**src/rtl/ddo_pkg.sv**
```systemverilog
// Package for the differential-drive odometry integrator.
// Holds request and result types, register defaults, CORDIC constants.
// No dependencies.
`default_nettype none
package ddo_pkg;

  localparam int CordicStepsDef = 16;
  localparam int MulAW = 34;
  localparam int MulBW = 32;
  localparam int CordW = 36;
  localparam int AngW = 34;

  localparam logic [31:0] HeadPerRad = 32'd341782638;
  localparam logic [31:0] CordicInvGain = 32'd652032874;
  localparam logic [15:0] HwbReset = 16'd16384;
  localparam logic [23:0] InvReset = 24'd131072;

  localparam logic CfgHalfWheelBase = 1'b0;
  localparam logic CfgInvTrackWidth = 1'b1;

  typedef struct packed {
    logic signed [23:0] tan_speed;
    logic signed [23:0] rot_speed;
    logic [15:0] elapsed;
  } in_req_t;

  typedef struct packed {
    logic signed [31:0] pos_x_out;
    logic signed [31:0] pos_y_out;
    logic [31:0] heading_out;
    logic signed [15:0] quat_z;
    logic signed [15:0] quat_w;
    logic signed [23:0] lin_vel;
    logic signed [31:0] ang_vel;
  } out_res_t;

  function automatic logic [29:0] atan_turn(input logic [4:0] idx);
    logic [29:0] r;
    case (idx)
      5'd0: r = 30'd536870912;
      5'd1: r = 30'd316933406;
      5'd2: r = 30'd167458907;
      5'd3: r = 30'd85004756;
      5'd4: r = 30'd42667331;
      5'd5: r = 30'd21354465;
      5'd6: r = 30'd10679838;
      5'd7: r = 30'd5340245;
      5'd8: r = 30'd2670163;
      5'd9: r = 30'd1335087;
      5'd10: r = 30'd667544;
      5'd11: r = 30'd333772;
      5'd12: r = 30'd166886;
      5'd13: r = 30'd83443;
      5'd14: r = 30'd41722;
      5'd15: r = 30'd20861;
      5'd16: r = 30'd10430;
      5'd17: r = 30'd5215;
      5'd18: r = 30'd2608;
      5'd19: r = 30'd1304;
      5'd20: r = 30'd652;
      5'd21: r = 30'd326;
      5'd22: r = 30'd163;
      5'd23: r = 30'd81;
      5'd24: r = 30'd41;
      5'd25: r = 30'd20;
      5'd26: r = 30'd10;
      5'd27: r = 30'd5;
      5'd28: r = 30'd3;
      5'd29: r = 30'd1;
      default: r = 30'd0;
    endcase
    return r;
  endfunction

  function automatic logic signed [31:0] sat32(input logic signed [33:0] v);
    logic signed [31:0] r;
    if (v > 34'sd2147483647) begin
      r = 32'sh7FFFFFFF;
    end else if (v < -34'sd2147483648) begin
      r = 32'sh80000000;
    end else begin
      r = v[31:0];
    end
    return r;
  endfunction

endpackage
`default_nettype wire

```
**src/rtl/ddo_mul.sv**
```systemverilog
// Shared signed multiplier with a registered product.
// Depends on ddo_pkg for operand widths.
`default_nettype none
module ddo_mul (
  input  wire                                  clk_i,
  input  wire signed [ddo_pkg::MulAW-1:0]      a_i,
  input  wire signed [ddo_pkg::MulBW-1:0]      b_i,
  output logic signed [ddo_pkg::MulAW+ddo_pkg::MulBW-1:0] p_o
);

  always_ff @(posedge clk_i) begin
    p_o <= a_i * b_i;
  end

endmodule
`default_nettype wire

```
**src/rtl/ddo_cordic.sv**
```systemverilog
// Iterative rotation-mode CORDIC, one micro-rotation per cycle.
// Depends on ddo_pkg for the arctangent table and widths.
`default_nettype none
module ddo_cordic #(
  parameter int CordicSteps = ddo_pkg::CordicStepsDef
) (
  input  wire                                clk_i,
  input  wire                                rst_ni,
  input  wire                                start_i,
  input  wire signed [ddo_pkg::CordW-1:0]    x0_i,
  input  wire [31:0]                         turn_i,
  output logic                               done_o,
  output logic signed [ddo_pkg::CordW-9:0]   cos_o,
  output logic signed [ddo_pkg::CordW-9:0]   sin_o
);

  localparam int StepW = $clog2(CordicSteps);

  logic busy_q;
  logic [StepW-1:0] cnt_q;
  logic signed [ddo_pkg::CordW-1:0] x_q, y_q, xs, ys, xr, yr;
  logic signed [ddo_pkg::AngW-1:0] z_q, at;
  logic [31:0] u;

  assign xs = x_q >>> cnt_q;
  assign ys = y_q >>> cnt_q;
  assign at = ddo_pkg::AngW'({4'd0, ddo_pkg::atan_turn(5'(cnt_q))});
  assign u = turn_i - 32'h80000000;
  assign xr = x_q + ddo_pkg::CordW'(128);
  assign yr = y_q + ddo_pkg::CordW'(128);
  assign cos_o = xr[ddo_pkg::CordW-1:8];
  assign sin_o = yr[ddo_pkg::CordW-1:8];

  always_ff @(posedge clk_i or negedge rst_ni) begin
    if (!rst_ni) begin
      busy_q <= 1'b0;
      cnt_q <= '0;
      done_o <= 1'b0;
    end else begin
      done_o <= 1'b0;
      if (start_i) begin
        busy_q <= 1'b1;
        cnt_q <= '0;
      end else if (busy_q) begin
        if (cnt_q == StepW'(CordicSteps - 1)) begin
          busy_q <= 1'b0;
          done_o <= 1'b1;
        end else begin
          cnt_q <= cnt_q + 1'b1;
        end
      end
    end
  end

  always_ff @(posedge clk_i) begin
    if (start_i) begin
      y_q <= '0;
      if (((turn_i + 32'h40000000) & 32'h80000000) != 32'd0) begin
        x_q <= -x0_i;
        z_q <= ddo_pkg::AngW'($signed(u));
      end else begin
        x_q <= x0_i;
        z_q <= ddo_pkg::AngW'($signed(turn_i));
      end
    end else if (busy_q) begin
      if (z_q >= 0) begin
        x_q <= x_q - ys;
        y_q <= y_q + xs;
        z_q <= z_q - at;
      end else begin
        x_q <= x_q + ys;
        y_q <= y_q - xs;
        z_q <= z_q + at;
      end
    end
  end

endmodule
`default_nettype wire

```
**src/rtl/diff_drive_odometry_integrator_core.sv**
```systemverilog
// Differential-drive odometry integrator: sequencer, pose state, registers.
// One request at a time: the next request is taken only once the sequencer
// has presented the result and returned to idle. A stalled result holds the
// last step. Reset clears the pose and loads the register defaults. Depends
// on ddo_pkg, ddo_mul and ddo_cordic.
`default_nettype none
module diff_drive_odometry_integrator_core #(
  parameter int CordicSteps = ddo_pkg::CordicStepsDef
) (
  input  wire                 clk_i,
  input  wire                 rst_ni,
  input  wire                 in_valid_i,
  output logic                in_stall_o,
  input  ddo_pkg::in_req_t    in_data_i,
  output logic                out_valid_o,
  input  wire                 out_stall_i,
  output ddo_pkg::out_res_t   out_data_o,
  input  wire                 psel,
  input  wire                 penable,
  input  wire                 pwrite,
  input  wire [2:0]           paddr,
  input  wire [31:0]          pwdata,
  output logic [31:0]         prdata,
  output logic                pready
);

  localparam logic [3:0] S_IDLE = 4'd0;
  localparam logic [3:0] S_MHW = 4'd1;
  localparam logic [3:0] S_LR = 4'd2;
  localparam logic [3:0] S_ML = 4'd3;
  localparam logic [3:0] S_MR = 4'd4;
  localparam logic [3:0] S_DD = 4'd5;
  localparam logic [3:0] S_MTH = 4'd6;
  localparam logic [3:0] S_MANG = 4'd7;
  localparam logic [3:0] S_MDH = 4'd8;
  localparam logic [3:0] S_MG1 = 4'd9;
  localparam logic [3:0] S_C1S = 4'd10;
  localparam logic [3:0] S_C1 = 4'd11;
  localparam logic [3:0] S_POS = 4'd12;
  localparam logic [3:0] S_C2S = 4'd13;
  localparam logic [3:0] S_C2 = 4'd14;
  localparam logic [3:0] S_FIN = 4'd15;

  localparam int PW = ddo_pkg::MulAW + ddo_pkg::MulBW;

  logic [3:0] state_q, state_d;
  logic [15:0] hwb_q;
  logic [23:0] inv_q;
  ddo_pkg::in_req_t in_q;
  logic signed [31:0] pose_x_q, pose_y_q, ang_q;
  logic [31:0] heading_q, dh_q, turn1;
  logic signed [24:0] left_q, right_q, dl_q, dr_q, d_q, hw;
  logic signed [25:0] dsum, ddiff, rl, lrsum;
  logic signed [33:0] dth_q, nx, ny;
  logic signed [ddo_pkg::MulAW-1:0] mul_a;
  logic signed [ddo_pkg::MulBW-1:0] mul_b;
  logic signed [PW-1:0] p_q, sh16, sh22;
  logic cor_start, cor_done;
  logic signed [ddo_pkg::CordW-9:0] cor_c, cor_s;
  logic signed [15:0] qz, qw;
  logic in_acc, out_free;

  assign in_acc = in_valid_i && !in_stall_o;
  assign in_stall_o = (state_q != S_IDLE);
  assign out_free = !out_valid_o || !out_stall_i;
  assign pready = 1'b1;
  assign prdata = paddr[2] ? {8'd0, inv_q} : {16'd0, hwb_q};

  assign sh16 = p_q >>> 16;
  assign sh22 = p_q >>> 22;
  assign hw = sh16[24:0];
  assign dsum = 26'(dl_q) + 26'(dr_q);
  assign ddiff = 26'(dr_q) - 26'(dl_q);
  assign rl = 26'(right_q) - 26'(left_q);
  assign lrsum = 26'(left_q) + 26'(right_q);
  assign turn1 = heading_q - dh_q;
  assign nx = 34'(pose_x_q) + 34'(cor_c);
  assign ny = 34'(pose_y_q) + 34'(cor_s);

  function automatic logic signed [15:0] clamp_q14(input logic signed [27:0] v);
    logic signed [15:0] r;
    if (v > 28'sd16384) begin
      r = 16'sd16384;
    end else if (v < -28'sd16384) begin
      r = -16'sd16384;
    end else begin
      r = v[15:0];
    end
    return r;
  endfunction

  assign qw = clamp_q14(cor_c);
  assign qz = clamp_q14(cor_s);

  always_comb begin
    mul_a = '0;
    mul_b = '0;
    unique case (state_q)
      S_MHW: begin
        mul_a = ddo_pkg::MulAW'(in_q.rot_speed);
        mul_b = {16'd0, hwb_q};
      end
      S_ML: begin
        mul_a = ddo_pkg::MulAW'(left_q);
        mul_b = {16'd0, in_q.elapsed};
      end
      S_MR: begin
        mul_a = ddo_pkg::MulAW'(right_q);
        mul_b = {16'd0, in_q.elapsed};
      end
      S_MTH: begin
        mul_a = ddo_pkg::MulAW'(ddiff);
        mul_b = {8'd0, inv_q};
      end
      S_MANG: begin
        mul_a = ddo_pkg::MulAW'(rl);
        mul_b = {8'd0, inv_q};
      end
      S_MDH: begin
        mul_a = dth_q;
        mul_b = ddo_pkg::HeadPerRad;
      end
      S_MG1: begin
        mul_a = ddo_pkg::MulAW'(d_q);
        mul_b = ddo_pkg::CordicInvGain;
      end
      S_POS: begin
        mul_a = ddo_pkg::MulAW'(16384);
        mul_b = ddo_pkg::CordicInvGain;
      end
      default: begin
        mul_a = '0;
        mul_b = '0;
      end
    endcase
  end

  assign cor_start = (state_q == S_C1S) || (state_q == S_C2S);

  ddo_mul u_mul (
    .clk_i (clk_i),
    .a_i   (mul_a),
    .b_i   (mul_b),
    .p_o   (p_q)
  );

  ddo_cordic #(
    .CordicSteps(CordicSteps)
  ) u_cordic (
    .clk_i   (clk_i),
    .rst_ni  (rst_ni),
    .start_i (cor_start),
    .x0_i    (sh22[ddo_pkg::CordW-1:0]),
    .turn_i  ((state_q == S_C1S) ? {turn1[30:0], 1'b0} : heading_q),
    .done_o  (cor_done),
    .cos_o   (cor_c),
    .sin_o   (cor_s)
  );

  always_comb begin
    state_d = state_q;
    unique case (state_q)
      S_IDLE: if (in_acc) state_d = S_MHW;
      S_MHW: state_d = S_LR;
      S_LR: state_d = S_ML;
      S_ML: state_d = S_MR;
      S_MR: state_d = S_DD;
      S_DD: state_d = S_MTH;
      S_MTH: state_d = S_MANG;
      S_MANG: state_d = S_MDH;
      S_MDH: state_d = S_MG1;
      S_MG1: state_d = S_C1S;
      S_C1S: state_d = S_C1;
      S_C1: if (cor_done) state_d = S_POS;
      S_POS: state_d = S_C2S;
      S_C2S: state_d = S_C2;
      S_C2: if (cor_done) state_d = S_FIN;
      S_FIN: if (out_free) state_d = S_IDLE;
      default: state_d = S_IDLE;
    endcase
  end

  always_ff @(posedge clk_i or negedge rst_ni) begin
    if (!rst_ni) begin
      state_q <= S_IDLE;
      out_valid_o <= 1'b0;
      hwb_q <= ddo_pkg::HwbReset;
      inv_q <= ddo_pkg::InvReset;
      pose_x_q <= '0;
      pose_y_q <= '0;
      heading_q <= '0;
    end else begin
      state_q <= state_d;
      if (state_q == S_FIN && out_free) begin
        out_valid_o <= 1'b1;
      end else if (out_valid_o && !out_stall_i) begin
        out_valid_o <= 1'b0;
      end
      if (psel && penable && pwrite) begin
        unique case (paddr[2])
          ddo_pkg::CfgHalfWheelBase: hwb_q <= pwdata[15:0];
          ddo_pkg::CfgInvTrackWidth: inv_q <= pwdata[23:0];
          default: ;
        endcase
      end
      if (state_q == S_POS) begin
        pose_x_q <= ddo_pkg::sat32(nx);
        pose_y_q <= ddo_pkg::sat32(ny);
        heading_q <= heading_q + dh_q;
      end
    end
  end

  always_ff @(posedge clk_i) begin
    if (in_acc) in_q <= in_data_i;
    if (state_q == S_LR) begin
      left_q <= 25'(in_q.tan_speed) - hw;
      right_q <= 25'(in_q.tan_speed) + hw;
    end
    if (state_q == S_MR) dl_q <= sh16[24:0];
    if (state_q == S_DD) dr_q <= sh16[24:0];
    if (state_q == S_MTH) d_q <= dsum[25:1];
    if (state_q == S_MANG) dth_q <= sh16[33:0];
    if (state_q == S_MDH) ang_q <= ddo_pkg::sat32(sh16[33:0]);
    if (state_q == S_MG1) dh_q <= p_q[47:16];
    if (state_q == S_FIN && out_free) begin
      out_data_o.pos_x_out <= pose_x_q;
      out_data_o.pos_y_out <= pose_y_q;
      out_data_o.heading_out <= heading_q;
      out_data_o.quat_z <= qz;
      out_data_o.quat_w <= qw;
      out_data_o.lin_vel <= lrsum[24:1];
      out_data_o.ang_vel <= ang_q;
    end
  end

  a_accept_starts: assert property (@(posedge clk_i) disable iff (!rst_ni)
    in_acc |=> state_q == S_MHW)
    else $error("accepted request did not start the sequence");

  a_fin_delivers: assert property (@(posedge clk_i) disable iff (!rst_ni)
    (state_q == S_FIN && out_free) |=> (out_valid_o && state_q == S_IDLE))
    else $error("finished request not presented");

  a_cordic_done_place: assert property (@(posedge clk_i) disable iff (!rst_ni)
    cor_done |-> (state_q == S_C1 || state_q == S_C2))
    else $error("CORDIC finished outside a wait state");

endmodule
`default_nettype wire
```
**config.mk**
```make
export PLATFORM = sky130hd
export DESIGN_NAME = diff_drive_odometry_integrator_core
export DESIGN_NICKNAME = d
export VERILOG_FILES = /design/src/rtl/ddo_pkg.sv /design/src/rtl/ddo_mul.sv /design/src/rtl/ddo_cordic.sv /design/src/rtl/diff_drive_odometry_integrator_core.sv
export SDC_FILE = /design/constraint.sdc
export NUM_CORES = 2
export LEC_CHECK = 0
export ABC_AREA = 1
export BUFFER_PORTS_ARGS = -buffer_cell sky130_fd_sc_hd__buf_2
export CORE_UTILIZATION = 55
export DETAILED_ROUTE_END_ITERATION = 7
export PLACE_DENSITY = 0.73
export SLEW_MARGIN = 25
export SYNTH_ARGS = -nofsm -noshare
export SYNTH_HDL_FRONTEND = slang
export SYNTH_SLANG_ARGS = --single-unit
```
**constraint.sdc**
```tcl
create_clock -name clk_i -period 11.52 [get_ports clk_i]
set_clock_uncertainty 0.05 [all_clocks]
set_input_delay 0.576 -clock clk_i [delete_from_list [all_inputs] [get_ports clk_i]]
set_output_delay 0.576 -clock clk_i [all_outputs]
set_load 0.05 [all_outputs]
```
Word level (Yosys, flattened, before mapping)
Memories as Yosys holds them, arrays and structs flattened.
Cells that the tools add are included.
W data, S select, Z words.
{"block": "totals", "ff_bits": 782, "wordCells": 152, "n_memories": 1, "output_inout_bits": 219, "rom_bits": 480, "in_bits": 106}
{"memory": "(no name shown)", "words": 16, "word_bits": 30, "rd": 1, "rd_clocked_by_memory_dff": 0, "wr": 0, "line_no": "ddo_pkg.sv:39", "text": "case (idx)"}
{"block": "op_classes", "multipliers": 1, "eq_ne": 21, "bitwise": 1, "n_addsub": 22, "muxes": 36, "n_reduce_logical": 23, "n_lt_le_gt_ge": 11, "shifts": 2}
{"cell": "$pmux W34 S8", "n": 1}
{"cell": "$mux W32", "n": 6}
{"cell": "$mux W36", "n": 5}
{"cell": "$pmux W30 S5", "n": 1}
{"cell": "$mux W34", "n": 4}
{"cell": "$add A36 B36 Y36", "n": 2}
{"cell": "$add A36 B9 Y36 const B", "n": 2}
{"cell": "$sshr A36 B4 Y36", "n": 2}
{"cell": "$sub A36 B36 Y36", "n": 2}
{"cell": "$add A32 B28 Y33", "n": 2}
{"cell": "$gt A33 B32 Y1 const B", "n": 2}
{"cell": "$lt A33 B32 Y1 const B", "n": 2}
{"cell": "$pmux W4 S16", "n": 1}
{"cell": "$mul A34 B31 Y58", "n": 1}
{"cell": "$gt A28 B16 Y1 const B", "n": 2}
{"cell": "$lt A28 B15 Y1 const B", "n": 2}
{"cell": "$sub A25 B25 Y26", "n": 2}
{"cell": "$eq A4 B4 Y1 const B", "n": 9}
{"cell": "$neg A36 Y36", "n": 1}
{"cell": "$add A34 B31 Y34", "n": 1}
{"cell": "$ge A34 B1 Y1 const B", "n": 1}
{"cell": "$gt A34 B32 Y1 const B", "n": 1}
{"cell": "$lt A34 B32 Y1 const B", "n": 1}
{"cell": "$sub A34 B31 Y34", "n": 1}
{"cell": "28 further kinds", "n": 63}

Longest topological paths before layout
{"block": "depth", "depth_word": 5, "mapped_depth": 46, "depth_no_buf": 44}

By module
From an unflattened synthesis, not the netlist that was laid out.
{"block": "hier_totals", "cells_unflattened": 13611, "hier_area_um2": 101117.0}
{"module": "ddo_mul", "seq_area_each_um2": 1321.3, "cells_each": 5576, "instances": 1, "area_each_um2": 42953.7}
{"module": "diff_drive_odometry_integrator_core", "seq_area_each_um2": 17644.4, "cells_each": 4952, "instances": 1, "area_each_um2": 40005.9}
{"module": "ddo_cordic", "seq_area_each_um2": 2972.9, "cells_each": 3083, "instances": 1, "area_each_um2": 18157.4}

Worst setup path before layout
No wires, ideal clock.
{"block": "synth_path", "kind": "register -> register", "from": "register state_q[2]", "to": "register out_data_o[0] (netlist bit), enable pin", "required_ns": 10.681, "n_path_buf": 1, "setup_time_ns": 0.789, "path_slack_ns": 1.060, "period_less_slack_ns": 10.460, "path_stages_with_launch": 6, "arrival_ns": 9.621, "path_cell_list": "dfrtp_1 -> buf_2 -> nand2_1 -> nor2_1 -> inv_1 -> a21oi_1"}
{"block": "synth_between", "elab_chain_len": 2}
{"item": "from (decl)", "line_no": "diff_drive_odometry_integrator_core.sv:46", "text": "logic [3:0] state_q, state_d;"}
{"item": "from (signal assigned)", "line_no": "diff_drive_odometry_integrator_core.sv:193", "text": "state_q <= state_d;"}
{"item": "$eq A4 B4 Y1", "line_no": "diff_drive_odometry_integrator_core.sv:226", "text": "if (state_q == S_FIN && out_free) begin"}
{"item": "$logic_and A1 B1 Y1", "line_no": "diff_drive_odometry_integrator_core.sv:226"}
{"item": "to (decl)", "line_no": "diff_drive_odometry_integrator_core.sv:17", "text": "output ddo_pkg::out_res_t out_data_o,"}
No other way between the ends.
A chain may end at the register's enable or synchronous reset.

Final worst setup path
{"block": "layout_path", "from": "register dr_q[2]", "to": "register u_mul.p_o[56] (netlist bit)"}
{"block": "layout_between", "elab_chain_len": 3}
{"item": "from (decl)", "line_no": "diff_drive_odometry_integrator_core.sv:52", "text": "logic signed [24:0] left_q, right_q, dl_q, dr_q, d_q, hw;"}
{"item": "from (signal assigned)", "line_no": "diff_drive_odometry_integrator_core.sv:221", "text": "if (state_q == S_DD) dr_q <= sh16[24:0];"}
{"item": "$sub A25 B25 Y26", "line_no": "diff_drive_odometry_integrator_core.sv:73", "text": "assign ddiff = 26'(dr_q) - 26'(dl_q);"}
{"item": "$pmux W34 S8", "line_no": "diff_drive_odometry_integrator_core.sv:98", "text": "unique case (state_q)"}
{"item": "$mul A34 B31 Y58", "line_no": "ddo_mul.sv:12", "text": "p_o <= a_i * b_i;"}
{"item": "to (signal assigned)", "line_no": "ddo_mul.sv:12"}
{"item": "to (decl)", "line_no": "ddo_mul.sv:8", "text": "output logic signed [ddo_pkg::MulAW+ddo_pkg::MulBW-1:0] p_o"}
No other way between the ends.

==> impl_metrics.yaml <==
outcome:
  outcome: "completed"
sta:
  maxSlewViolCount: 0
  tightestPinTransition_ps: 1136
  max_freq_ghz: 0.09691
  slew_headroom: 0.2421
  rsz0062_at_grt: "no"
  finalSetupViolCount: 0
  period_share: 0.8957
  setup_tns_ps: 0
  min_period_ps: 10320
  finalHoldViolCount: 0
synthesis:
  synth.area.top_cells: "fa_1 21%, edfxtp_1 18%, nand2_1 9.8%"
  yosys-top-cells-count: "2,329 x nand2_1, 2,281 x inv_1, 941 x fa_1, 883 x nor2_1, 720 x a21oi_1"
  synth_most_common_cell: "nand2_1"
  synth_fa_ha_area_frac: 0.2975
  synthDistinctLibCells: 77
  syn-cell-area_um2: 89270
  yosys.area_share.xor_xnor: 0.04534
  syn_area_per_cell_um2: 7.898
  yosys.area.top_type: "fa_1"
  synth_mux_area_frac: 0.0009951
  synth_edf_count: 540
  synth_top_family_by_area: "adder cells"
  syn_inst: 11300
  yosys.area_share.simple: 0.1947
  yosys_warnings: 0
  seq_area_frac_synth: 0.2404
  async_flop_share: 0.1922
  synth_top_area_frac: 0.2110
  synth-compound-area-share: 0.1049
  ys_seq_elements: 765
  synth_ff_type: "edfxtp_1"
placement:
  place.port_buffers: 305
  place_congestion: 1.033
  dp_hpwl_um: 241200
global_routing:
  grt.overflow.total: 0
  grt.total_usage: 0.3663
  antenna_found_initial: 16
  grt_pass1_wl_um: 454600
  grt_max_degree: 79
  grt_pass1_vias: 77450
routing:
  drtAntennaViolNets: 0
  dr.pass1.iters: 8
  dr_total_vias: 78050
  routed_via_density: 5.669
  drtIter0Drc: 7440
  finalWirelength_um: 299700
  wl_per_cell_um: 21.77
  drc: 0
hold_path:
  hold_class: "in -> reg"
floorplan:
  ios: 325
  rows: 147
  core_um2: 160900
  initial_core_util: 0.5547
  die_y_um: 404.9
  die_x_um: 404.9
  dieArea_um2: 163900
worst_setup_path:
  path_class: "reg -> reg"
  cp_top_family: "adder cells"
  crit_path_start_kind: "flip-flop"
  cp_max_fo: 8
  critPathCaptureType: "flip-flop"
  cpMostUsedCell: "fa_1"
  cpPeakStageDelay_ps: 800
  critPathSlowestCell: "fa_1"
  cp.arrival_ps: 10940
  required_ps: 12150
  cp.buffers_inverters: 6
cts:
  clock_latency_ps: 760
  cts_buffers: 88
  clock_path_buffers: 3
  cts_resized: 0
  cts.sinks: 765
  clockRootBuffer: "clkbuf_16"
  cts_tree: "built"
  path_clk_slew_ps: 60
  htreeDepth: 3
flow_run:
  drv_cap: 0
final_layout:
  drive_gt1_frac: 0.06681
  nNetsFinal: 13190
  area_growth_pct: 8.325
==> cells by family (layout without fill, tap and decap cells) <==
| kind of cell | count (synthesis) | count (layout) |
|---|---|---|
| xor gates and xnor gates | 460 | 460 |
| DFF | 765 | 765 |
| AOI/OAI and AO/OA | 1670 | 1670 |
| and+or+nand+nor | 4147 | 4147 |
| muxes | 8 | 8 |
| adders and majority gates | 1558 | 1558 |
| other | 2 | 17 |
| buffers and inverters | 2693 | 2982 |
==> area by class of cell <==
| type | instances | area (um2) |
|---|---|---|
| Fill cell | 14460 | 64230 |
| Multi-Input combinational cell | 7853 | 57610 |
| Sequential cell | 765 | 21460 |
| Inverter | 2313 | 8685 |
| Timing Repair Buffer | 505 | 3234 |
| Tap cell | 2160 | 2703 |
| Clock buffer | 112 | 2522 |
| Clock inverter | 52 | 473.0 |
| Antenna cell | 7 | 17.52 |
==> registers in the layout (all words and copies together) (netlist names), 34 cells and up <==
register / cells
u_cordic.z_q: 34
u_cordic.y_q: 36
u_mul.p_o: 42
in_q: 64
u_cordic.x_q: 36
dth_q: 34
out_data_o: 184
==> final timing paths <==
path	from	to	slack, ps	cells after the start
min in group asynchronous	rst_ni	heading_q[22]	270	2
min	pwdata[22]	inv_q[22]	40	2
max	dr_q[2]	u_mul.p_o[56]	1200	35
max in group asynchronous	rst_ni	inv_q[16]	9840	3
max reg2reg	dr_q[2]	u_mul.p_o[56]	1200	35
min reg2reg	ang_q[13]	out_data_o[13]	370	0
==> metrics by stage <==
| stage | area, um2 | setup slack (ps) | utilization | hold slack, ps | instances |
|---|---|---|---|---|---|
| floorplan | 89300 | 1060 | - | 230.4 | 11310 |
| global placement | 92940 | 1257 | 0.5775 | 354.7 | 13520 |
| detailed placement | 92970 | 1287 | 0.5777 | 354.5 | 13530 |
| CTS | 96650 | 1299 | 0.6006 | 2.850 | 13760 |
| global route | 96690 | 616.5 | 0.6008 | 35.13 | 13760 |
| finish | 96710 | 1201 | 0.6009 | 40.43 | 13770 |
==> cells in the final DEF (no fill, tap or decap), drive strengths merged, types with 53 or more instances in the layout <==
cell type / instances
dfxtp: 78
o21bai: 53
nor2: 941
nor4: 67
xor2: 373
nand4: 83
buf: 436
xnor2: 87
a31oi: 57
o21ai: 559
ha: 617
nor3: 109
dlygate4sd3: 69
a21oi: 720
fa: 941
inv: 2311
dfrtp: 145
nand2: 2346
clkbuf: 112
edfxtp: 540
nand3: 549
==> timing repair <==
action                                 in CTS  in global routing
setup buffers                               0                  0
endpoints found under the hold margin     100                  0
hold buffers                               69                  0
==> metal layers <==
| metal | GRT usage | vias to the layer above | part of all wire |
|---|---|---|---|
| met5 | 0 | - | 0.00016 |
| met4 | 0.2154 | 8 | 0.066 |
| met3 | 0.06107 | 767 | 0.079 |
| met2 | 0.5869 | 3487 | 0.46 |
| met1 | 0.4674 | 37710 | 0.40 |
| li1 | - | 36080 | - |
Power is left out: the tool's default activity adds up to more than one toggle a clock period on the data nets, which glitch-free logic cannot reach.
